## config.mk

```make
export PLATFORM = sky130hd
export DESIGN_NAME = shift_or_match_counter
export DESIGN_NICKNAME = d
export VERILOG_FILES = /design/src/smc_pkg.sv /design/src/shift_or_match_counter.sv /design/src/smc_front.sv /design/src/smc_queue.sv /design/src/smc_back.sv
export SDC_FILE = /design/constraint.sdc
export NUM_CORES = 1
export LEC_CHECK = 0
export BUFFER_PORTS_ARGS = -buffer_cell sky130_fd_sc_hd__buf_2
export CAP_MARGIN = 30
export CORE_ASPECT_RATIO = 1.4
export CORE_MARGIN = 10
export CORE_UTILIZATION = 68
export CTS_BUF_LIST = sky130_fd_sc_hd__clkbuf_8 sky130_fd_sc_hd__clkbuf_16
export DETAILED_ROUTE_END_ITERATION = 16
export PLACE_DENSITY = 0.85
export SETUP_SLACK_MARGIN = 0.15
export SYNTH_ARGS = -nofsm -noshare
export SYNTH_HDL_FRONTEND = slang
export SYNTH_SLANG_ARGS = --single-unit
```

## constraint.sdc

```tcl
create_clock -name i_clk -period 5.8 [get_ports i_clk]
set_input_delay 0.29 -clock i_clk [delete_from_list [all_inputs] [get_ports i_clk]]
set_output_delay 0.29 -clock i_clk [all_outputs]
set_load 0.005 [all_outputs]
```

## src/smc_pkg.sv

```systemverilog
// shared types and constants of the shift-or match counter
`default_nettype none

package smc_pkg;

    // field widths of the input, config and result words
    localparam int FUNC_W   = 2;
    localparam int INDEX_W  = 6;
    localparam int SYMBOL_W = 8;
    localparam int LEN_W    = 7;
    localparam int IN_DATA_W  = 16;
    localparam int OUT_COUNT_W = 32;

    // selector codes carried in the input tuser
    localparam logic [FUNC_W-1:0] FUNC_LOAD    = 2'd0;
    localparam logic [FUNC_W-1:0] FUNC_TEXT    = 2'd1;
    localparam logic [FUNC_W-1:0] FUNC_RESTART = 2'd2;
    localparam logic [FUNC_W-1:0] FUNC_NONE    = 2'd3;

    typedef enum logic [1:0] {
        OP_LOAD,
        OP_TEXT,
        OP_RESTART,
        OP_NOP
    } t_op_kind;

    typedef struct packed {
        t_op_kind              kind;
        logic [INDEX_W-1:0]    index;
        logic [SYMBOL_W-1:0]   symbol;
    } t_op;

endpackage

`default_nettype wire

```

## src/shift_or_match_counter.sv

```systemverilog
// top level of the shift-or exact string match counter
//
// shift-or (bitap) matcher that counts occurrences of a pattern of up to
// MAX_PATTERN bytes in a byte stream. every input word gives exactly one
// result word. a word carries a selector in tuser: load a pattern byte at
// an index, feed a text byte, or restart the search (clears state, text
// position and count; pattern and length stay). the pattern length is set
// through the config write port; the user must write it only while the
// block is idle, the block itself does not enforce this. throughput is one
// word per clock in both directions while neither side stalls; a result
// word passes the front register, a queue entry and the result register
// before it is offered. the rate is set by the back stage, which compares
// the text byte against all stored pattern bytes at once and applies the
// shift-or update and count together. the two-entry queue lets input and
// output stall independently. pattern bytes are undefined until loaded,
// there is no clearing pass after reset.
`default_nettype none

module shift_or_match_counter #(
    parameter int MAX_PATTERN = 64,   // pattern store depth, 1..64
    parameter int COUNT_BITS  = 32    // saturating counter width, 8..64
) (
    input  wire logic                              i_clk,
    input  wire logic                              i_rst_n,
    // pattern length register
    input  wire logic                              i_cfg_wr_en,
    input  wire logic [smc_pkg::LEN_W-1:0]         i_cfg_wr_data,   // pattern_length
    // input words
    input  wire logic                              s_axis_tvalid,
    output logic                                   s_axis_tready,
    input  wire logic [smc_pkg::IN_DATA_W-1:0]     s_axis_tdata,    // index[5:0], symbol[13:6]
    input  wire logic [smc_pkg::FUNC_W-1:0]        s_axis_tuser,    // func[1:0]
    // result words
    output logic                                   m_axis_tvalid,
    input  wire logic                              m_axis_tready,
    output logic [smc_pkg::OUT_COUNT_W-1:0]        m_axis_tdata,    // match_count[31:0]
    output logic [0:0]                             m_axis_tuser     // match[0]
);

    // front to queue
    logic         w_front_push;
    smc_pkg::t_op w_front_op;
    logic         w_q_ready;
    // queue to back
    logic         w_q_valid;
    smc_pkg::t_op w_q_op;
    logic         w_q_pop;
    logic         w_match;

    // register the incoming word and decode its selector
    smc_front u_front (
        .i_clk      (i_clk),
        .i_rst_n    (i_rst_n),
        .i_s_tvalid (s_axis_tvalid),
        .o_s_tready (s_axis_tready),
        .i_s_tdata  (s_axis_tdata),
        .i_s_tuser  (s_axis_tuser),
        .i_q_ready  (w_q_ready),
        .o_push     (w_front_push),
        .o_op       (w_front_op)
    );

    // decouples input stalls from output stalls
    smc_queue u_queue (
        .i_clk   (i_clk),
        .i_rst_n (i_rst_n),
        .i_push  (w_front_push),
        .i_op    (w_front_op),
        .o_ready (w_q_ready),
        .i_pop   (w_q_pop),
        .o_valid (w_q_valid),
        .o_op    (w_q_op)
    );

    // pattern store, shift-or state, counter and result register
    smc_back #(
        .MAX_PATTERN (MAX_PATTERN),
        .COUNT_BITS  (COUNT_BITS)
    ) u_back (
        .i_clk         (i_clk),
        .i_rst_n       (i_rst_n),
        .i_cfg_wr_en   (i_cfg_wr_en),
        .i_cfg_wr_data (i_cfg_wr_data),
        .i_q_valid     (w_q_valid),
        .i_q_op        (w_q_op),
        .o_q_pop       (w_q_pop),
        .i_m_tready    (m_axis_tready),
        .o_m_tvalid    (m_axis_tvalid),
        .o_match       (w_match),
        .o_count       (m_axis_tdata)
    );

    assign m_axis_tuser = w_match;

endmodule

`default_nettype wire

```

## src/smc_front.sv

```systemverilog
// front stage: takes input words and classifies them into operations
`default_nettype none

module smc_front (
    input  wire logic                            i_clk,
    input  wire logic                            i_rst_n,
    input  wire logic                            i_s_tvalid,
    output logic                                 o_s_tready,
    input  wire logic [smc_pkg::IN_DATA_W-1:0]   i_s_tdata,
    input  wire logic [smc_pkg::FUNC_W-1:0]      i_s_tuser,
    input  wire logic                            i_q_ready,
    output logic                                 o_push,
    output smc_pkg::t_op                         o_op
);

    logic         r_valid;
    smc_pkg::t_op r_op;
    smc_pkg::t_op w_op;

    always_comb begin
        w_op.index  = i_s_tdata[smc_pkg::INDEX_W-1:0];
        w_op.symbol = i_s_tdata[smc_pkg::INDEX_W +: smc_pkg::SYMBOL_W];
        case (i_s_tuser)
            smc_pkg::FUNC_LOAD:    w_op.kind = smc_pkg::OP_LOAD;
            smc_pkg::FUNC_TEXT:    w_op.kind = smc_pkg::OP_TEXT;
            smc_pkg::FUNC_RESTART: w_op.kind = smc_pkg::OP_RESTART;
            default:               w_op.kind = smc_pkg::OP_NOP;
        endcase
    end

    assign o_push     = r_valid && i_q_ready;
    assign o_s_tready = !r_valid || i_q_ready;
    assign o_op       = r_op;

    always_ff @(posedge i_clk) begin
        if (!i_rst_n) begin
            r_valid <= 1'b0;
        end else if (o_s_tready) begin
            r_valid <= i_s_tvalid;
        end
    end

    always_ff @(posedge i_clk) begin
        if (o_s_tready && i_s_tvalid) begin
            r_op <= w_op;
        end
    end

endmodule

`default_nettype wire

```

## src/smc_queue.sv

```systemverilog
// two-entry queue between the front and back stages
`default_nettype none

module smc_queue (
    input  wire logic          i_clk,
    input  wire logic          i_rst_n,
    input  wire logic          i_push,
    input  wire smc_pkg::t_op  i_op,
    output logic               o_ready,
    input  wire logic          i_pop,
    output logic               o_valid,
    output smc_pkg::t_op       o_op
);

    smc_pkg::t_op r_entry [2];
    logic         r_wr_ptr;
    logic         r_rd_ptr;
    logic [1:0]   r_cnt;
    logic         w_push;
    logic         w_pop;

    assign o_ready = (r_cnt != 2'd2);
    assign o_valid = (r_cnt != 2'd0);
    assign o_op    = r_entry[r_rd_ptr];
    assign w_push  = i_push && o_ready;
    assign w_pop   = i_pop && o_valid;

    always_ff @(posedge i_clk) begin
        if (!i_rst_n) begin
            r_wr_ptr <= 1'b0;
            r_rd_ptr <= 1'b0;
            r_cnt    <= 2'd0;
        end else begin
            if (w_push) begin
                r_wr_ptr <= !r_wr_ptr;
            end
            if (w_pop) begin
                r_rd_ptr <= !r_rd_ptr;
            end
            case ({w_push, w_pop})
                2'b10:   r_cnt <= r_cnt + 2'd1;
                2'b01:   r_cnt <= r_cnt - 2'd1;
                default: r_cnt <= r_cnt;
            endcase
        end
    end

    always_ff @(posedge i_clk) begin
        if (w_push) begin
            r_entry[r_wr_ptr] <= i_op;
        end
    end

endmodule

`default_nettype wire

```

## src/smc_back.sv

```systemverilog
// back stage: pattern store, shift-or update, match count and result register
`default_nettype none

module smc_back #(
    parameter int MAX_PATTERN = 64,
    parameter int COUNT_BITS  = 32
) (
    input  wire logic                              i_clk,
    input  wire logic                              i_rst_n,
    input  wire logic                              i_cfg_wr_en,
    input  wire logic [smc_pkg::LEN_W-1:0]         i_cfg_wr_data,
    input  wire logic                              i_q_valid,
    input  wire smc_pkg::t_op                      i_q_op,
    output logic                                   o_q_pop,
    input  wire logic                              i_m_tready,
    output logic                                   o_m_tvalid,
    output logic                                   o_match,
    output logic [smc_pkg::OUT_COUNT_W-1:0]        o_count
);

    localparam int IW = (MAX_PATTERN > 1) ? $clog2(MAX_PATTERN) : 1;
    localparam int PW = $clog2(MAX_PATTERN + 1);
    localparam int OB = (COUNT_BITS < smc_pkg::OUT_COUNT_W) ? COUNT_BITS
                                                             : smc_pkg::OUT_COUNT_W;

    logic [smc_pkg::SYMBOL_W-1:0]    r_pattern [MAX_PATTERN];
    logic [MAX_PATTERN-1:0]          r_state;
    logic [PW-1:0]                   r_pos;
    logic [COUNT_BITS-1:0]           r_count;
    logic [smc_pkg::LEN_W-1:0]       r_len;
    logic                            r_out_valid;
    logic                            r_out_match;
    logic [smc_pkg::OUT_COUNT_W-1:0] r_out_count;

    logic                            w_take;
    logic                            w_len_ok;
    logic [MAX_PATTERN-1:0]          w_mask;
    logic [MAX_PATTERN-1:0]          n_state;
    logic [IW-1:0]                   w_bit_idx;
    logic [smc_pkg::LEN_W-1:0]       w_pos_inc;
    logic                            w_hit;
    logic [COUNT_BITS-1:0]           n_count;
    logic [smc_pkg::OUT_COUNT_W-1:0] w_count_out;

    assign w_take  = i_q_valid && (!r_out_valid || i_m_tready);
    assign o_q_pop = w_take;

    assign w_len_ok = (r_len != '0) && (r_len <= smc_pkg::LEN_W'(MAX_PATTERN));

    // one comparator lane per pattern position
    always_comb begin
        for (int i = 0; i < MAX_PATTERN; i++) begin
            w_mask[i] = !(w_len_ok && (smc_pkg::LEN_W'(i) < r_len) &&
                          (r_pattern[i] == i_q_op.symbol));
        end
    end

    assign n_state   = (r_state << 1) | w_mask;
    assign w_bit_idx = IW'(r_len - smc_pkg::LEN_W'(1));
    assign w_pos_inc = smc_pkg::LEN_W'(r_pos) + smc_pkg::LEN_W'(1);
    assign w_hit     = w_len_ok && (w_pos_inc >= r_len) && !n_state[w_bit_idx];
    assign n_count   = (w_hit && (r_count != '1)) ? r_count + COUNT_BITS'(1) : r_count;

    always_comb begin
        w_count_out = '0;
        case (i_q_op.kind)
            smc_pkg::OP_TEXT:    w_count_out[OB-1:0] = n_count[OB-1:0];
            smc_pkg::OP_RESTART: w_count_out = '0;
            default:             w_count_out[OB-1:0] = r_count[OB-1:0];
        endcase
    end

    always_ff @(posedge i_clk) begin
        if (!i_rst_n) begin
            r_state     <= '1;
            r_pos       <= '0;
            r_count     <= '0;
            r_len       <= smc_pkg::LEN_W'(1);
            r_out_valid <= 1'b0;
        end else begin
            if (i_cfg_wr_en) begin
                r_len <= i_cfg_wr_data;
            end
            if (w_take) begin
                r_out_valid <= 1'b1;
            end else if (i_m_tready) begin
                r_out_valid <= 1'b0;
            end
            if (w_take) begin
                case (i_q_op.kind)
                    smc_pkg::OP_TEXT: begin
                        r_state <= n_state;
                        r_count <= n_count;
                        if (r_pos < PW'(MAX_PATTERN)) begin
                            r_pos <= r_pos + PW'(1);
                        end
                    end
                    smc_pkg::OP_RESTART: begin
                        r_state <= '1;
                        r_pos   <= '0;
                        r_count <= '0;
                    end
                    default: begin
                        r_state <= r_state;
                    end
                endcase
            end
        end
    end

    // pattern bytes and result payload
    always_ff @(posedge i_clk) begin
        if (w_take) begin
            r_out_match <= (i_q_op.kind == smc_pkg::OP_TEXT) && w_hit;
            r_out_count <= w_count_out;
            if (i_q_op.kind == smc_pkg::OP_LOAD) begin
                for (int i = 0; i < MAX_PATTERN; i++) begin
                    if (smc_pkg::INDEX_W'(i) == i_q_op.index) begin
                        r_pattern[i] <= i_q_op.symbol;
                    end
                end
            end
        end
    end

    assign o_m_tvalid = r_out_valid;
    assign o_match    = r_out_match;
    assign o_count    = r_out_count;

endmodule

`default_nettype wire

```

---- Yosys cells after proc, flatten, opt, wreduce, memory -nomap -nowiden ----
Memories as Yosys holds them, arrays and structs flattened. A register that Yosys moved wholly into a read port is not among the register bits.
Cells that the tools add are included.
word-level totals
  flip-flop bits (word level) ............. 164
  latch bits .............................. 0
  bits in writable memories ............... 544
  memory bits (read-only) ................. 0
  output and inout bits ................... 35
  logic and storage cells ................. 968
  memories ................................ 2
memory list
  memory            words  width  read ports  clocked after memory_dff  write ports  line             RTL
  u_back.r_pattern  64     8      64          0                         1            smc_back.sv:26   logic [smc_pkg::SYMBOL_W-1:0] r_pattern [MAX_PATTERN];
  u_queue.r_entry   2      16     1           1                         1            smc_queue.sv:15  smc_pkg::t_op r_entry [2];
operators by class
  add/subtract/negate cells ............... 5
  multipliers ............................. 0
  divide/modulo/power cells ............... 0
  order comparisons ....................... 68
  equal/unequal tests ..................... 136
  shift-type cells ........................ 0
  muxes and demuxes ....................... 460
  bitwise gates (word level) .............. 1
  reduce and logical (&&, ||, !) cells .... 282
operators by type and width
  kind                                                number
  == test 8 bit                                       64
  2-to-1 mux 8 bit                                    63
  OR reduction 8 bit                                  63
  2-to-1 mux 6 bit                                    63
  2-to-1 mux 1 bit                                    326
  < comparator 6 x 7 -> 1 bit (first input constant)  32
  == test 6 bit (first input constant)                32
  logical AND 1 bit                                   138
  case mux 63 bit (2 select lines)                    1
  < comparator 5 x 7 -> 1 bit (first input constant)  16
  == test 5 x 6 -> 1 bit (first input constant)       16
  zero test 1 bit                                     69
  OR 64 bit                                           1
  case mux 32 bit (2 select lines)                    1
  < comparator 4 x 7 -> 1 bit (first input constant)  8
  == test 4 x 6 -> 1 bit (first input constant)       8
  adder 32 x 1 -> 32 bit (second input constant)      1
  2-to-1 mux 32 bit                                   1
  != test 32 bit (second input constant)              1
  < comparator 3 x 7 -> 1 bit (first input constant)  4
  == test 3 x 6 -> 1 bit (first input constant)       4
  < comparator 1 x 7 -> 1 bit (first input constant)  2
  < comparator 2 x 7 -> 1 bit (first input constant)  2
  case mux 7 bit (2 select lines)                     1
  25 further kinds                                    35

---- Longest topological paths before layout ----
  depth in word-level cells ............... 69
  mapped depth ............................ 18
  depth with buffers taken out ............ 13

---- By module ----
From an unflattened synthesis, not the netlist that was laid out.
unflattened totals
  cells, all modules ...................... 2505
  area total of the unflattened synthesis .. 32032.0 um^2
modules (own cells, without submodules)
  module     instances  cells an instance  area an instance (um^2)  seq. area each (um^2)
  smc_back   1          2407               30092.6                  18567.8
  smc_queue  1          74                 1386.3                   1061.0
  smc_front  1          24                 553.0                    500.5

---- Least setup slack after synthesis ----
OpenSTA, ideal clock, no wires.
  kind .................................... flip-flop to flip-flop
  start ................................... reg u_back.r_len[0] (netlist name)
  end ..................................... reg u_back.r_out_count (netlist bit u_back.o_count[8]), data pin
  library setup time ...................... 0.259 ns
  data arrival time ....................... 3.652 ns
  path slack .............................. 1.889 ns
  cell stages (with the launch flop) ...... 16
  period minus slack after synthesis ...... 3.911 ns
  path through ............................ dfxtp_1 clkbuf_1 clkinv_1 ha_1 and4bb_2 clkbuf_2 a2bb2oi_1 a2111oi_0 nand3_1 a2111oi_2 a21oi_1 nor4_4 o221ai_2 or3_1 and3_1 a211o_1
between the ends
  word-level cells in the longest chain between the ends .. 13
  elaborated cells on any way between the ends .. 270
  those cells by class .................... 1 x add/sub; 66 x order compare; 4 x mux; 1 x bitwise; 198 x reduce/logical
RTL lines
  element                                                                      line             RTL
  start, declared                                                              smc_back.sv:30   logic [smc_pkg::LEN_W-1:0] r_len;
  start signal, assigned                                                       smc_back.sv:78   r_len <= smc_pkg::LEN_W'(1);
  start signal, assigned                                                       smc_back.sv:82   r_len <= i_cfg_wr_data;
  less-or-equal comparator 7 bit / nonzero test 7 bit (equally long branches)  smc_back.sv:48   assign w_len_ok = (r_len != '0) && (r_len <= smc_pkg::LEN_W'(MAX_PATTERN));
  logical AND 1 bit                                                            smc_back.sv:48
  logical AND 1 bit (2 in a row)                                               smc_back.sv:53   w_mask[i] = !(w_len_ok && (smc_pkg::LEN_W'(i) < r_len) &&
  zero test 1 bit                                                              smc_back.sv:53
  OR 64 bit                                                                    smc_back.sv:58   assign n_state = (r_state << 1) | w_mask;
  binary-select mux 1 bit (select 6 bit)                                       smc_back.sv:61   assign w_hit = w_len_ok && (w_pos_inc >= r_len) && !n_state[w_bit_idx];
  2-to-1 mux 1 bit (implied by the code)                                       smc_back.sv:61
  zero test 1 bit                                                              smc_back.sv:61
  logical AND 1 bit (*)                                                        smc_back.sv:61
  logical AND 1 bit (*)                                                        smc_back.sv:62   assign n_count = (w_hit && (r_count != '1)) ? r_count + COUNT_BITS'(1) : r_count;
  2-to-1 mux 32 bit (*)                                                        smc_back.sv:62
  case mux 32 bit (2 select lines) (*)                                         n/a
  net u_back.w_count_out, one bit                                              smc_back.sv:43   logic [smc_pkg::OUT_COUNT_W-1:0] w_count_out;
  end signal, assigned                                                         smc_back.sv:115  r_out_count <= w_count_out;
  end, declared                                                                smc_back.sv:33   logic [smc_pkg::OUT_COUNT_W-1:0] r_out_count;
The timed path passes the listed nets; every way through them passes the cells marked *. The select of a mux whose other input is x is not followed.
A chain may end at the register's enable or synchronous reset.

==> out/metrics.csv <==
stage;metric;value;unit
power_and_ir_drop;p_int;9370;uW
synth;syn_inst;2549;
clock_tree;clk_latency;0.64;ns
timing;rsz0062_at_grt;false;
global_route;grt-ovfl-total;0;
timing;timing_worst_slew_pin_value;1.03;ns
floorplanning;die_x;204;um
synth;synth_cell_type_count;82;
clock_tree;cts_sinks;709;
place;io_buffers;62;
critical_path;arrival;5.70;ns
floorplanning;ioPinCount;65;
detailed_routing;via_per_inst;6.81;
synth;synth.yosys.seq_area_share;62.6;%
clock_tree;cts_buffer_depth;3;
clock_tree;clk_pin_slew;0.07;ns
global_route;grt_max_degree;76;
power_and_ir_drop;cellLeakagePower;0.0113;uW
detailed_routing;wl_per_cell;28.3;um
outcome;status;finished clean;
floorplanning;fp-row-count;94;
synth;synth_top_area_share;55.4;%
critical_path;critical_path.max_fanout;9;
synth;yosys-top-cells-area;edfxtp_1 55%, xnor2_1 13%, dfxtp_1 7.2%;
synth;ys_seq_elements;709;
power_and_ir_drop;ir_drop;0.000329;V
finish;areaGrowthSynthToFinish;11.0;%
floorplanning;dieHeight;277;um
min_path;worstHoldPathType;in -> reg;
power_and_ir_drop;p_per_area;386;nW/um^2
timing;slew_violations;0;
timing;fmax;187;MHz
synth;ys_async_sr_fraction;0;%
detailed_routing;firstDrtPassIters;6;
detailed_routing;ant_nets;0;
power_and_ir_drop;power_frac_clock;31.4;%
finish;finalInstanceArea;35700;um^2
clock_tree;htreeDepth;3;
synth;synth_edf_count;593;
global_route;grt_usage;33.0;%
timing;skew;0.0266;ns
global_route;grt_pass1_wl;140;mm
detailed_routing;first_iter_violations;2954;
power_and_ir_drop;p_switching;4390;uW
critical_path;critical_path.endpoint_type;flop;
critical_path;start_kind;flop;
synth;synth_area_per_cell;12.6;um^2
timing;max_slew_margin;29.6;%
place;place_area;33300;um^2
clock_tree;cts_tree;built;
floorplanning;core_area;46900;um^2
clock_tree;cts_root_buf;clkbuf_16;
clock_tree;numCtsBuffers;67;
detailed_routing;remaining_drc_errors;0;
synth;synth_ff_type;edfxtp_1;
critical_path;path_class;reg -> reg;
timing;min_period_over_period;92.0;%
place;place_hpwl;58.3;mm
place;gp_congestion;1.01;
timing;hold_viol_final;0;
detailed_routing;via_count;22622;
global_route;grt_pass1_vias;22863;
run;max-cap-violations;0;
timing;finalCriticalPeriod;5.34;ns
critical_path;cp.required;6.16;ns
floorplanning;start_util;68.5;%
global_route;antenna_found_initial;1;
finish;fin_nets;2686;
synth;synth.net_count;2594;
finish;drive_gt1_share;11.5;%
power_and_ir_drop;share_comb_of_total_power;24.7;%
finish;diodes;0;
power_and_ir_drop;total_power;13800;uW
timing;setup_violations;0;
synth;ys_warn_count;0;
synth;yosysTopAreaCell;edfxtp_1;
detailed_routing;drt_wl_total;94.1;mm
finish;final_util;76.0;%
timing;setup_tns;0;ns
floorplanning;die-area;56500;um^2
power_and_ir_drop;p_seq_share;43.9;%
synth;synth_area;32100;um^2
power_and_ir_drop;netSwitchingFraction;31.9;%
[worst max-delay path, stage by stage, from the launching register on]
cell	delay (ns)
dfxtp_2	0.71
mux2i_4	0.75
o22ai_1	0.15
a2111oi_0	0.84
nand3_1	0.44
a2111oi_2	0.50
a21oi_1	0.12
nor4_4	0.33
o221ai_2	0.30
or3_1	0.47
and3_1	0.22
a211o_1	0.23
[synth_stat cells (11+ instances only)]
master and instances:
dfxtp_1 116, o211ai_1 16, nor4_1 95, nand4_1 53, xor2_1 46, buf_6 16
clkbuf_1 67, inv_1 36, nor2_1 231, buf_2 23, mux2i_1 18, nor3_1 112
a31o_2 23, o21ai_0 61, buf_4 31, or3_1 11, xnor2_1 463, and3_1 24
a21oi_1 54, a31oi_1 15, o22ai_1 39, a211oi_1 15, ha_1 15, nand2_1 121
nand3_1 80, edfxtp_1 593
[state kept, by name, summed over array words and instances, names as in the netlist, named ones only]
register           count
u_back.r_pattern     512
u_back.r_state        63
u_back.o_count        32
u_back.r_count        32
u_queue.r_entry       32
u_front.o_op          16
u_back.r_len           7
u_back.r_pos           7
u_queue.r_cnt          2
u_back.o_m_tvalid      1
u_back.o_match         1
u_front.r_valid        1
u_queue.r_rd_ptr       1
u_queue.r_wr_ptr       1
[layout make-up]
cell class,instances,area (um^2)
Clock buffer,71,1730
Clock inverter,53,428
Fill cell,2752,11200
Inverter,38,150
Multi-Input combinational cell,1655,11100
Sequential cell,709,20100
Tap cell,624,781
Timing Repair Buffer,170,1350
[per-layer routing]
| metal | share of wire, % | track usage (%) | vias up |
|---|---|---|---|
| met5 | 0 | 0 | - |
| met4 | 8.3 | 24.3 | 0 |
| met3 | 12 | 8.43 | 523 |
| met2 | 48 | 53.4 | 1725 |
| met1 | 32 | 37.0 | 10819 |
| li1 | - | - | 9555 |
[cell usage in the layout (no fill, tap or decap), types with 20 or more instances in the layout]
cell type      Yosys  routed
and3_1            24      24
clkinv_2           0      20
a31o_2            23      23
dlygate4sd3_1      0      23
inv_1             36      48
nor3_1           112     112
a21oi_1           54      54
nand3_1           80      80
nand2_1          121     120
edfxtp_1         593     593
o22ai_1           39      39
buf_2             23      63
buf_4             31      70
xnor2_1          463     463
dfxtp_1          116     115
nand4_1           53      53
nor4_1            95      95
o21ai_0           61      61
nor2_1           231     229
xor2_1            46      46
clkbuf_16          0      67
[cells by family after synthesis]
| kind of cell | count (synthesis) | share of synthesized area, % |
|---|---|---|
| mux | 24 | 0.926 |
| xor+xnor | 509 | 13.9 |
| compound gates | 312 | 6.56 |
| buf+inv | 185 | 3.02 |
| simple gates | 795 | 12.4 |
| flops | 709 | 62.6 |
| fa+ha+maj | 15 | 0.584 |
[timing repair]
item,4_1_cts,5_1_grt
setup buffers,0,0
hold buffers,23,0
hold endpoints to repair,23,0
resized for setup,0,0
[worst paths after layout]
| kind | startpoint | endpoint | slack (ns) | depth (start not counted) |
|---|---|---|---|---|
| worst max-delay path | flop | u_back.o_count[8] | 0.46 | 11 |
| worst min-delay path | i_cfg_wr_data[4] | u_back.r_len[4] | 0.04 | 3 |
| worst max register to register | flop | u_back.o_count[8] | 0.46 | 11 |
| worst min register to register | u_front.o_op[3] | u_queue.r_entry[1][3] | 0.44 | 0 |
[metrics by stage]
stage	hold slack, ns	instances	worst slack (ns)
2_1_floorplan	0.389	2549	1.89
3_3_place_gp	0.424	3168	0.816
3_5_place_dp	0.430	3173	0.777
4_1_cts	0.0198	3320	0.633
5_1_grt	0.0369	3320	0.308
6_report	0.0357	3320	0.464
[power by group through the flow]
stage | sequential (uW) | combinational, uW | clock [uW]
2_1_floorplan | 6140 | 2050 | 0
3_3_place_gp | 6150 | 3180 | 0
3_5_place_dp | 6150 | 3270 | 0
4_1_cts | 6040 | 3310 | 4300
5_1_grt | 6060 | 3530 | 4500
6_report | 6040 | 3400 | 4320
Power figures use the tool's default switching activity.
